## config.mk

```make
export PLATFORM = sky130hd
export DESIGN_NAME = xor_metric_contact_bucket_core
export DESIGN_NICKNAME = d
export VERILOG_FILES = /design/src/sv/xmcb_pkg.sv /design/src/sv/xmcb_mem.sv /design/src/sv/xor_metric_contact_bucket_core.sv
export SDC_FILE = /design/constraint.sdc
export NUM_CORES = 2
export LEC_CHECK = 0
export BUFFER_PORTS_ARGS = -buffer_cell sky130_fd_sc_hd__buf_2
export CORE_AREA = 4 4 507 559
export DETAILED_ROUTE_END_ITERATION = 16
export DIE_AREA = 0 0 511 563
export PLACE_DENSITY = 0.65
export SLEW_MARGIN = 20
export SYNTH_ARGS = -nofsm -noshare
export SYNTH_HDL_FRONTEND = slang
export SYNTH_SLANG_ARGS = --single-unit
```

## constraint.sdc

```tcl
create_clock -name i_clk -period 25.9 [get_ports i_clk]
set_input_delay 5.18 -clock i_clk [delete_from_list [all_inputs] [get_ports i_clk]]
set_output_delay 5.18 -clock i_clk [all_outputs]
set_load 0.005 [all_outputs]
```

## src/sv/xmcb_pkg.sv

```systemverilog
`timescale 1ns / 1ps
`default_nettype none
package xmcb_pkg;

    typedef enum logic [2:0] {
        OP_ADD     = 3'd0,
        OP_ALIVE   = 3'd1,
        OP_SET_TCP = 3'd2,
        OP_REMOVE  = 3'd3,
        OP_LOOKUP  = 3'd4,
        OP_OLDEST  = 3'd5,
        OP_CLOSEST = 3'd6,
        OP_UNUSED  = 3'd7
    } t_op;

    typedef enum logic [1:0] {
        ST_OK       = 2'd0,
        ST_DUP      = 2'd1,
        ST_FULL     = 2'd2,
        ST_NOTFOUND = 2'd3
    } t_status;

    // one stored contact
    typedef struct packed {
        logic [63:0] id_high;
        logic [63:0] id_low;
        logic [31:0] address;
        logic [15:0] udp_port;
        logic [15:0] tcp_port;
        logic [2:0]  ctype;
    } t_contact;

endpackage
`default_nettype wire

```

## src/sv/xmcb_mem.sv

```systemverilog
`timescale 1ns / 1ps
`default_nettype none
module xmcb_mem
    import xmcb_pkg::*;
#(
    parameter int DEPTH = 10,
    parameter int AW    = 4
) (
    input  wire logic           i_clk,
    input  wire logic           i_we,
    input  wire logic [AW-1:0]  i_waddr,
    input  wire t_contact       i_wdata,
    input  wire logic [AW-1:0]  i_raddr,
    output t_contact            o_rdata
);

    t_contact r_mem [DEPTH];

    always_ff @(posedge i_clk) begin
        if (i_we) begin
            r_mem[i_waddr] <= i_wdata;
        end
        o_rdata <= r_mem[i_raddr];
    end

endmodule
`default_nettype wire

```

## src/sv/xor_metric_contact_bucket_core.sv

```systemverilog
`timescale 1ns / 1ps
`default_nettype none
// contact bucket, least-recently-seen order, contacts in one single-port-read memory
// all ops but closest scan the n entries, one read per cycle, then decide in S_DEC
// alive, set_tcp and remove, on a hit, then shift later entries down (S_SHRD, S_SHWR) and finish in S_TAIL
// closest: one scan of n entries per result beat
// one item at a time; throughput set by the single memory read port
// reset (synchronous, i_rst_n low) empties the bucket; memory contents untouched
module xor_metric_contact_bucket_core
    import xmcb_pkg::*;
#(
    parameter int BUCKET_SIZE = 10
) (
    input  wire logic        i_clk,
    input  wire logic        i_rst_n,
    input  wire logic        i_valid,
    output logic             o_stall,
    input  wire logic [2:0]  i_opcode,
    input  wire logic [63:0] i_node_id_high,
    input  wire logic [63:0] i_node_id_low,
    input  wire logic [31:0] i_ip_address,
    input  wire logic [15:0] i_udp_port_in,
    input  wire logic [15:0] i_tcp_port_in,
    input  wire logic [2:0]  i_type_in,
    input  wire logic [2:0]  i_max_type,
    input  wire logic [3:0]  i_max_required,
    output logic             o_valid,
    input  wire logic        i_stall,
    output logic [1:0]       o_status,
    output logic [63:0]      o_out_id_high,
    output logic [63:0]      o_out_id_low,
    output logic [31:0]      o_out_address,
    output logic [15:0]      o_out_udp_port,
    output logic [15:0]      o_out_tcp_port,
    output logic [2:0]       o_out_type,
    output logic [5:0]       o_entry_count,
    output logic             o_last
);

    localparam int AW = $clog2(BUCKET_SIZE);
    localparam int CW = $clog2(BUCKET_SIZE + 1);

    // one-hot controller states
    typedef enum logic [7:0] {
        S_IDLE  = 8'b0000_0001,
        S_SCAN  = 8'b0000_0010, // issue reads, compare returned entries
        S_DEC   = 8'b0000_0100, // decide after the scan
        S_SHRD  = 8'b0000_1000, // shift: read entry j+1
        S_SHWR  = 8'b0001_0000, // shift: write entry j
        S_TAIL  = 8'b0010_0000, // write moved contact at the tail
        S_EMIT  = 8'b0100_0000, // result register loaded, wait for take
        S_CSCAN = 8'b1000_0000  // closest: pick next nearest above bound
    } t_state;

    t_state            r_state, n_state;
    logic [CW-1:0]     r_count, n_count;
    t_op               r_op;
    t_contact          r_key;
    logic [2:0]        r_maxt;
    logic [3:0]        r_maxr;
    logic [4:0]        r_sent;

    // scan bookkeeping: issue address and returned-entry index
    logic [CW-1:0]     r_ra, n_ra;
    logic              r_rv, n_rv;      // read data valid this cycle
    logic [AW-1:0]     r_ridx, n_ridx;
    logic              r_hit, n_hit;
    logic [AW-1:0]     r_hidx, n_hidx;
    t_contact          r_hold, n_hold;  // matched / best contact
    logic [CW-1:0]     r_sj, n_sj;      // shift position
    // closest: previous bound
    logic              r_hasb, n_hasb;
    logic [127:0]      r_bound, n_bound;
    logic [127:0]      r_bestd, n_bestd;

    // output register
    logic              r_ov, n_ov;
    t_status           r_st, n_st;
    t_contact          r_oc, n_oc;
    logic [5:0]        r_oe, n_oe;
    logic              r_ol, n_ol;

    logic              w_we;
    logic [AW-1:0]     w_waddr, w_raddr;
    t_contact          w_wdata, w_rdata;

    xmcb_mem #(.DEPTH(BUCKET_SIZE), .AW(AW)) u_mem (
        .i_clk   (i_clk),
        .i_we    (w_we),
        .i_waddr (w_waddr),
        .i_wdata (w_wdata),
        .i_raddr (w_raddr),
        .o_rdata (w_rdata)
    );

    wire logic w_take = i_valid && !o_stall;
    wire logic w_out_take = r_ov && !i_stall;

    logic          w_match;
    logic [127:0]  w_dist;
    logic          w_elig;

    assign o_stall = (r_state != S_IDLE) || r_ov;

    always_comb begin
        w_dist = {w_rdata.id_high ^ r_key.id_high, w_rdata.id_low ^ r_key.id_low};
        if (r_op == OP_ALIVE || r_op == OP_SET_TCP) begin
            w_match = (w_rdata.address == r_key.address)
                   && (w_rdata.udp_port == r_key.udp_port);
        end else if (r_op == OP_OLDEST) begin
            // head entry
            w_match = (r_ridx == '0);
        end else begin
            w_match = (w_rdata.id_high == r_key.id_high)
                   && (w_rdata.id_low == r_key.id_low);
        end
        w_elig = (w_rdata.ctype <= r_maxt) && (!r_hasb || (w_dist > r_bound))
              && (!r_hit || (w_dist < r_bestd));
    end

    always_comb begin
        n_state = r_state;
        n_count = r_count;
        n_ra    = r_ra;
        n_rv    = 1'b0;
        n_ridx  = r_ridx;
        n_hit   = r_hit;
        n_hidx  = r_hidx;
        n_hold  = r_hold;
        n_sj    = r_sj;
        n_hasb  = r_hasb;
        n_bound = r_bound;
        n_bestd = r_bestd;
        n_ov    = r_ov;
        n_st    = r_st;
        n_oc    = r_oc;
        n_oe    = r_oe;
        n_ol    = r_ol;
        w_we    = 1'b0;
        w_waddr = r_sj[AW-1:0];
        w_wdata = r_hold;
        w_raddr = r_ra[AW-1:0];

        if (w_out_take) begin
            n_ov = 1'b0;
        end

        unique case (r_state)
            S_IDLE: begin
                if (w_take) begin
                    n_ra   = '0;
                    n_hit  = 1'b0;
                    n_hasb = 1'b0;
                    n_state = (t_op'(i_opcode) == OP_CLOSEST) ? S_CSCAN : S_SCAN;
                end
            end
            S_SCAN, S_CSCAN: begin
                // issue one read per cycle while entries remain
                if (r_ra < r_count) begin
                    n_rv   = 1'b1;
                    n_ridx = r_ra[AW-1:0];
                    n_ra   = r_ra + CW'(1);
                end
                if (r_rv) begin
                    if (r_state == S_SCAN) begin
                        if (w_match && !r_hit) begin
                            n_hit  = 1'b1;
                            n_hidx = r_ridx;
                            n_hold = w_rdata;
                        end
                    end else if (w_elig) begin
                        n_hit   = 1'b1;
                        n_hold  = w_rdata;
                        n_bestd = w_dist;
                    end
                end
                if (r_ra >= r_count && !r_rv) begin
                    n_state = S_DEC;
                end
            end
            S_DEC: begin
                if (!r_ov) begin
                    n_ov = 1'b1;
                    n_ol = 1'b1;
                    n_oc = '0;
                    n_st = ST_NOTFOUND;
                    n_oe = 6'(r_count);
                    n_state = S_EMIT;
                    priority case (r_op)
                        OP_ADD: begin
                            if (r_hit) begin
                                n_st = ST_DUP;
                                n_oc = r_hold;
                            end else if (r_count >= CW'(BUCKET_SIZE)) begin
                                n_st = ST_FULL;
                            end else begin
                                w_we    = 1'b1;
                                w_waddr = r_count[AW-1:0];
                                w_wdata = r_key;
                                n_st    = ST_OK;
                                n_oc    = r_key;
                                n_count = r_count + CW'(1);
                                n_oe    = 6'(r_count + CW'(1));
                            end
                        end
                        OP_LOOKUP: begin
                            if (r_hit) begin
                                n_st = ST_OK;
                                n_oc = r_hold;
                            end
                        end
                        OP_OLDEST: begin
                            if (r_count != '0) begin
                                n_st = ST_OK;
                                n_oc = r_hold;
                            end
                        end
                        OP_ALIVE, OP_SET_TCP, OP_REMOVE: begin
                            if (r_hit) begin
                                // hold output until shift finishes
                                n_ov = 1'b0;
                                if (r_op == OP_SET_TCP) begin
                                    n_hold.tcp_port = r_key.tcp_port;
                                end
                                n_sj = CW'(r_hidx);
                                n_state = S_SHRD;
                            end
                        end
                        OP_CLOSEST: begin
                            if (r_hit && (5'(r_sent) < 5'(r_maxr))) begin
                                n_st    = ST_OK;
                                n_oc    = r_hold;
                                n_ol    = 1'b0;
                                n_bound = r_bestd;
                                n_hasb  = 1'b1;
                            end else if (r_sent != '0) begin
                                // already done; previous beat was final
                                n_ov = 1'b0;
                                n_state = S_IDLE;
                            end
                        end
                        default: ;
                    endcase
                end
            end
            S_SHRD: begin
                if (r_sj + CW'(1) < r_count) begin
                    w_raddr = AW'(r_sj + CW'(1));
                    n_state = S_SHWR;
                end else begin
                    n_state = S_TAIL;
                end
            end
            S_SHWR: begin
                w_we    = 1'b1;
                w_waddr = r_sj[AW-1:0];
                w_wdata = w_rdata;
                n_sj    = r_sj + CW'(1);
                n_state = S_SHRD;
            end
            S_TAIL: begin
                n_ov = 1'b1;
                n_ol = 1'b1;
                n_st = ST_OK;
                n_oc = r_hold;
                if (r_op == OP_REMOVE) begin
                    n_count = r_count - CW'(1);
                    n_oe    = 6'(r_count - CW'(1));
                end else begin
                    w_we    = 1'b1;
                    w_waddr = AW'(r_count - CW'(1));
                    w_wdata = r_hold;
                    n_oe    = 6'(r_count);
                end
                n_state = S_EMIT;
            end
            S_EMIT: begin
                if (w_out_take) begin
                    if (r_op == OP_CLOSEST && !r_ol) begin
                        n_ra  = '0;
                        n_hit = 1'b0;
                        n_state = S_CSCAN;
                    end else begin
                        n_state = S_IDLE;
                    end
                end
            end
            default: n_state = S_IDLE;
        endcase
    end

    // closest: contacts of admitted type, counted on the first scan
    logic [CW-1:0] r_nelig;

    // closest: a beat is final when max_required is reached or no candidate is left
    logic w_cl_final;
    assign w_cl_final = (r_sent + 5'd1 >= 5'(r_maxr))
                     || (6'(r_sent) + 6'd1 >= 6'(r_nelig));

    always_ff @(posedge i_clk) begin
        if (!i_rst_n) begin
            r_state <= S_IDLE;
            r_count <= '0;
            r_ov    <= 1'b0;
            r_rv    <= 1'b0;
            r_sent  <= '0;
        end else begin
            r_state <= n_state;
            r_count <= n_count;
            r_ov    <= n_ov;
            r_rv    <= n_rv;
            if (r_state == S_IDLE && w_take) begin
                r_sent <= '0;
            end else if (r_state == S_DEC && n_ov && r_op == OP_CLOSEST && !n_ol) begin
                r_sent <= r_sent + 5'd1;
            end
        end
    end

    always_ff @(posedge i_clk) begin
        r_ra    <= n_ra;
        r_ridx  <= n_ridx;
        r_hit   <= n_hit;
        r_hidx  <= n_hidx;
        r_hold  <= n_hold;
        r_sj    <= n_sj;
        r_hasb  <= n_hasb;
        r_bound <= n_bound;
        r_bestd <= n_bestd;
        r_st    <= n_st;
        r_oc    <= n_oc;
        r_oe    <= n_oe;
        r_ol    <= (r_state == S_DEC && r_op == OP_CLOSEST && n_ov && !n_ol)
                   ? w_cl_final : n_ol;
        if (r_state == S_IDLE && w_take) begin
            r_nelig <= '0;
        end else if (r_state == S_CSCAN && r_rv && !r_hasb && (w_rdata.ctype <= r_maxt)) begin
            r_nelig <= r_nelig + CW'(1);
        end
        if (r_state == S_IDLE && w_take) begin
            r_op   <= t_op'(i_opcode);
            r_key  <= '{id_high: i_node_id_high, id_low: i_node_id_low,
                        address: i_ip_address, udp_port: i_udp_port_in,
                        tcp_port: i_tcp_port_in, ctype: i_type_in};
            r_maxt <= i_max_type;
            r_maxr <= i_max_required;
        end
    end

    assign o_valid        = r_ov;
    assign o_status       = r_st;
    assign o_out_id_high  = r_oc.id_high;
    assign o_out_id_low   = r_oc.id_low;
    assign o_out_address  = r_oc.address;
    assign o_out_udp_port = r_oc.udp_port;
    assign o_out_tcp_port = r_oc.tcp_port;
    assign o_out_type     = r_oc.ctype;
    assign o_entry_count  = r_oe;
    assign o_last         = r_ol;

    property p_count_bound;
        @(posedge i_clk) disable iff (!i_rst_n) r_count <= CW'(BUCKET_SIZE);
    endproperty
    a_count_bound: assert property (p_count_bound) else $error("occupancy overflow");

    a_no_accept_busy: assert property (@(posedge i_clk) disable iff (!i_rst_n)
        (r_state != S_IDLE) |-> o_stall) else $error("accept while busy");

    a_out_count: assert property (@(posedge i_clk) disable iff (!i_rst_n)
        r_ov |-> (r_oe <= 6'(BUCKET_SIZE))) else $error("bad entry count");

endmodule
`default_nettype wire

```

---- After elaboration in Yosys (flattened, before gate mapping) ----
Memory sizes are Yosys's and may differ from the RTL's. A register that Yosys moved wholly into a read port is not among the register bits.
Index checks and enable logic that the tools add are counted.
storage, ports and cells
  register bits after elaboration ......... 901
  bits in writable memories ............... 1950
  output and inout port bits .............. 206
  memories kept ........................... 1
memories
  memory       words  bits a word  read ports  clocked after memory_dff  wr ports  line            source
  u_mem.r_mem  10     195          1           1                         1         xmcb_mem.sv:17  t_contact r_mem [DEPTH];
cells by class
  add/subtract/negate cells ............... 9
  order comparisons ....................... 10
  equal/unequal tests ..................... 39
  mux-type cells .......................... 106
  bitwise operators ....................... 5
  reductions and logical operators ........ 59
operator list
  kind                   count
  $mux W195              13
  $pmux W195 S2          2
  $pmux W195 S4          1
  $eq A64 B64 Y1         2
  $gt A128 B128 Y1       1
  $lt A128 B128 Y1       1
  $xor A64 B64 Y64       2
  $mux W4                19
  $mux W16               4
  $pmux W8 S7            1
  $mux W8                6
  $eq A32 B32 Y1         1
  $pmux W16 S2           1
  $mux W1                29
  $ne A2 B2 Y1 const B   14
  $pmux W4 S2            3
  $reduce_and A4 Y1      6
  $mux W7                3
  $logic_and A1 B1 Y1    20
  $mux W19               1
  $mux W6                3
  $add A4 B1 Y4 const B  4
  $eq A16 B16 Y1         1
  $mux W5                3
  50 further kinds       87

---- Depth between registers and ports, before layout ----
  depth in word-level cells ............... 9
  gate-level depth with buffers ........... 14
  mapped depth without buffers ............ 11

---- Hierarchy ----
Synthesis repeated with hierarchy kept, for this count alone.
second synthesis, totals
  cells, all modules ...................... 7605
  area, all modules ....................... 123907.6 sq um
by module, submodules not included
  module                          instances  cells an instance  area an instance (sq um)  seq. area each (sq um)
  xmcb_mem                        1          4158               80274.5                   62459.9
  xor_metric_contact_bucket_core  1          3447               43633.1                   26815.7

---- Least setup slack after synthesis ----
No wires, ideal clock.
  path kind ............................... register -> register
  start point ............................. register r_state[7]
  end point ............................... register r_count[3]
  setup time .............................. 0.115 ns
  data arrival time ....................... 18.759 ns
  data required time ...................... 25.785 ns
  path slack .............................. 7.026 ns
  cell stages (with the launch flop) ...... 8
  period minus slack after synthesis ...... 18.874 ns
  cells stage by stage .................... dfxtp_1 > nor4_4 > nand4b_2 > o21ai_0 > o211ai_1 > a21oi_1 > xnor2_1 > and2_1
between the ends
  word-level cells in the longest chain between the ends .. 3
  elaborated cells on any way between the ends .. 10
RTL lines
  element                                              line                                   source
  start: declaration                                   xor_metric_contact_bucket_core.sv:55   t_state r_state, n_state;
  start signal: assignment                             xor_metric_contact_bucket_core.sv:308  r_state <= n_state;
  $eq A8 B3 Y1 / $eq A8 B6 Y1 (equally long branches)  xor_metric_contact_bucket_core.sv:148  unique case (r_state)
  $ne A2 B1 Y1 (no line) (tied with other cells)       -
  $reduce_and A6 Y1 (no line)                          -
  end signal: assignment                               xor_metric_contact_bucket_core.sv:309  r_count <= n_count;
  end: declaration                                     xor_metric_contact_bucket_core.sv:56   logic [CW-1:0] r_count, n_count;
Parallel ways exist; a longest one is shown, timed or not.
A chain may end at the register's enable or synchronous reset.

---- Worst setup path in the final report ----
  start point ............................. register r_state[4]
  end point ............................... output o_stall
between the ends
  word-level cells in the longest chain between the ends .. 2
RTL lines
  element             line                                   source
  $ne A8 B1 Y1        xor_metric_contact_bucket_core.sv:103  assign o_stall = (r_state != S_IDLE) || r_ov;
  $logic_or A1 B1 Y1  xor_metric_contact_bucket_core.sv:103
  end: declaration    xor_metric_contact_bucket_core.sv:17   output logic o_stall,
No other way between the ends.

==> results list <==
* Number of global-route vias before repair: 68330
* Clock transition at path regs: 0.07 ns
- The most used flip-flop cell after synthesis is edfxtp_1.
- Final count of negative-setup-slack endpoints: 0
- Leakage Power: 47.54 nW
- The clock drives 3046 sinks.
- The first global-routing pass estimated 476900 um of wire.
- Across every metal layer, demand over resource in global routing totals 22.37%.
* Filler Cells Inserted: 22630
* Final Hold Vio Count: 0
- Setup total negative slack on the finished layout was measured at 0 ns.
- Number of instances in the synthesized netlist: 7188
* Required time of the worst setup path: 20.72 ns
- Kind of critical path: flop to primary output
- At the end of routability-driven placement, the weighted congestion stood at 0.8434.
- Min Tclk post-route: 8.011 ns
- Fin Hold WS: 0.4338 ns
- Number of antenna violations at the first check in global routing: 16
- The longest clock path from root to sink contains 4 buffers.
- For this run, the number of Yosys warnings is 0.
- The floorplan step defined a die boundary enclosing 287700 um^2.
* Number of nets with antenna violations after routing: 0
- Dividing total power by cell area gives a power density of 105.2 nW/um^2.
* CTS Buf Count: 314
- Clock insertion delay at the later pin of the skew report: 0.90 ns
* Sort of element at the start of the critical path: flop
- # Max-Cap Violations: 0
- Cells fill 49.84% of the core in the end.
* Initial standard-cell utilization of the core: 43.86%
* Comb pwr share: 25.5%
- Cells with a size suffix above 1 make up 18.31% of the layout.
* Port buffer count: 414
- Capturing element type of the critical path: primary output
* Post-DR wirelength/cell: 28.44 um
* Share of synthesized registers carrying an async set or reset: 0%
* Post-Layout Inst Area: 138400 um^2
- On the final layout, the worst clock skew is 0.09626 ns.
* Area of the mapped netlist: 121800 um^2
* Number of H-tree branching levels: 5
* Area share of the largest cell type after synthesis: 69.71%
* Pin count of the biggest net entering global routing: 170
* Cell at the root of the clock tree: clkbuf_16
* Cell type contributing the most total cell area after synthesis: edfxtp_1
- Switch Pwr: 4.613 mW
- Starting DRC count in detailed routing: 8439
- In this run, synthesis inferred 2827 flip-flops with an integrated enable.
* Register area share after synthesis: 73.31%
- In this run the tightest slew margin relative to its limit is 20.08%.
* Internal Pwr Total: 9.939 mW
- Type of the most critical hold path: flop to flop
- Unrepaired setup endpoints after global routing: no
* Pre-antenna DRT Iters: 8
- Net switching is 31.70% of the power.
- Sequential cells burn 42.4% of the power.
- Setup Fix Bufs, Post-CTS: 0
* F_max: 124.8 MHz
* Leading cell types by total area after synthesis: edfxtp_1 70%, mux4_2 7.2%, dfxtp_1 3.6%, ha_1 2.9%, nand2_1 2.5%
* Worst slew pin tran: 1.195 ns
* Ports placed on the boundary: 415
- Number of synthesized register bits: 3046
- Dividing the detail-routed via count by the number of cells gives 5.927.
- Data arrival time at the worst-slack endpoint: 2.83 ns
- Core ar.: 277600 um^2
- Across all layers, the routed design uses 68970 vias.
- WL final: 330900 um
- Die Wd: 511 um
- In the final design database the tool counted 8182 nets.
- Overflow left after global routing: 0
- Placed wire-length estimate: 198000 um
- The area growth from synthesis to layout is 13.63%.
- In this run, distinct cell masters in the synthesized netlist total 79.
* Relative contribution of the clock network to total power: 32.1%
- Post-route fraction of the period consumed by the critical path: 30.93%
* Post-synthesis area per instance: 16.94 um^2
- Max-slew violation total from the final report: 0
- CTS Hold Bufs: 0
- Worst-case vdd ir drop: 0.0001079 V
- Remaining design rule violation count: 0
- TritonCTS built the clock tree.
- Overall power consumption: 14.55 mW
- Cell Area, Placed: 127600 um^2
* Placement row count: 203
- Of all nets on the critical path, the largest fanout is 6.
- Synthesis produced a netlist with a net count of 7683.
* Run status: finished, final reports clean
- Number of cells upsized or downsized after cts: 0
* Die outline height: 563 um
cell usage after synthesis, drive strengths merged (126+ instances only):
| cell | count |
|---|---|
| clkbuf | 198 |
| a31oi | 198 |
| dfxtp | 219 |
| nor2 | 126 |
| nand2 | 812 |
| mux4 | 390 |
| xor2 | 132 |
| a21oi | 183 |
| a22o | 195 |
| a211oi | 206 |
| buf | 158 |
| nor2b | 209 |
| inv | 284 |
| edfxtp | 2827 |
| a22oi | 130 |
| ha | 286 |
through the flow:
step                      cells  setup slack (ns)
after floorplan            7188             7.026
after global placement    11060             18.66
after detailed placement  11060             18.55
after CTS                 11630             17.89
after global routing      11630             17.80
final                     11640             17.89
logic make-up (layout without fill, tap and decap cells):
kind of cell / after synthesis / in the layout / share of synthesized area, %
other cells: 0 / 7 / 0
mux: 402 / 402 / 7.316
simple gates: 1487 / 1487 / 5.743
buf+inv: 642 / 1394 / 2.667
fa+ha+maj: 286 / 286 / 2.939
xor+xnor: 193 / 193 / 1.388
compound gates: 1132 / 1132 / 6.634
flops: 3046 / 3046 / 73.31
layout make-up:
type                    count  area (um^2)  share of cell area [%]
flip-flops and latches   3046        89280                   64.52
multi-input cells        3500        29520                   21.33
clock buffers             423         8733                   6.311
well taps                3690         4617                   3.337
repair buffers            539         3226                   2.331
clock inverters           146         1916                   1.384
inverters                 286         1074                  0.7758
diodes                      7        17.52                 0.01266
power groups by stage:
| stage | registers (mW) | clock network [mW] | logic (mW) |
|---|---|---|---|
| final | 6.17 | 4.67 | 3.70 |
| after global routing | 6.19 | 4.96 | 4.00 |
| after CTS | 6.16 | 4.74 | 3.72 |
| after detailed placement | 6.25 | 0 | 3.69 |
| after global placement | 6.25 | 0 | 3.64 |
| after floorplan | 6.14 | 0 | 2.53 |
placed cells by master (no fill, tap or decap), types with 206 or more instances in the layout:
master and n:
clkbuf_16 319, nor2b_1 208, nand2_1 811, edfxtp_1 2827
a211oi_1 206, buf_2 414, dfxtp_1 219, ha_1 286
inv_1 284, mux4_2 390
critical path: stages, from the launching register on:
cell      delay (ns)
dfxtp_1         0.34
nor2_1          0.29
nand2_1         0.14
nor3_1          0.31
nand3b_1        0.28
or2_2           0.44
buf_2           0.17
per-layer routing:
layer	up-vias	track usage [%]	share of wire, %
met5	-	0	0
met4	0	6.650	3.0
met3	468	4.284	9.1
met2	3448	35.22	46
met1	35840	31.87	41
li1	29220	-	-
final timing paths:
path	from	to	slack, ns	cells after the start
min	r_bestd[51]	r_bound[51]	0.43	0
min reg2reg	r_bestd[51]	r_bound[51]	0.43	0
max reg2reg	r_state[0]	u_mem.r_mem[0][112]	18.51	13
max	r_state[4]	o_stall	17.89	6
sequential cells by signal, indices dropped and copies added (netlist names), 32 cells and up:
register       count
o_out_id_high     64
r_hold           195
u_mem.o_rdata    195
r_key            195
r_bound          128
o_out_id_low      64
u_mem.r_mem     1950
r_bestd          128
o_out_address     32
(Power assumes the default switching activity.)
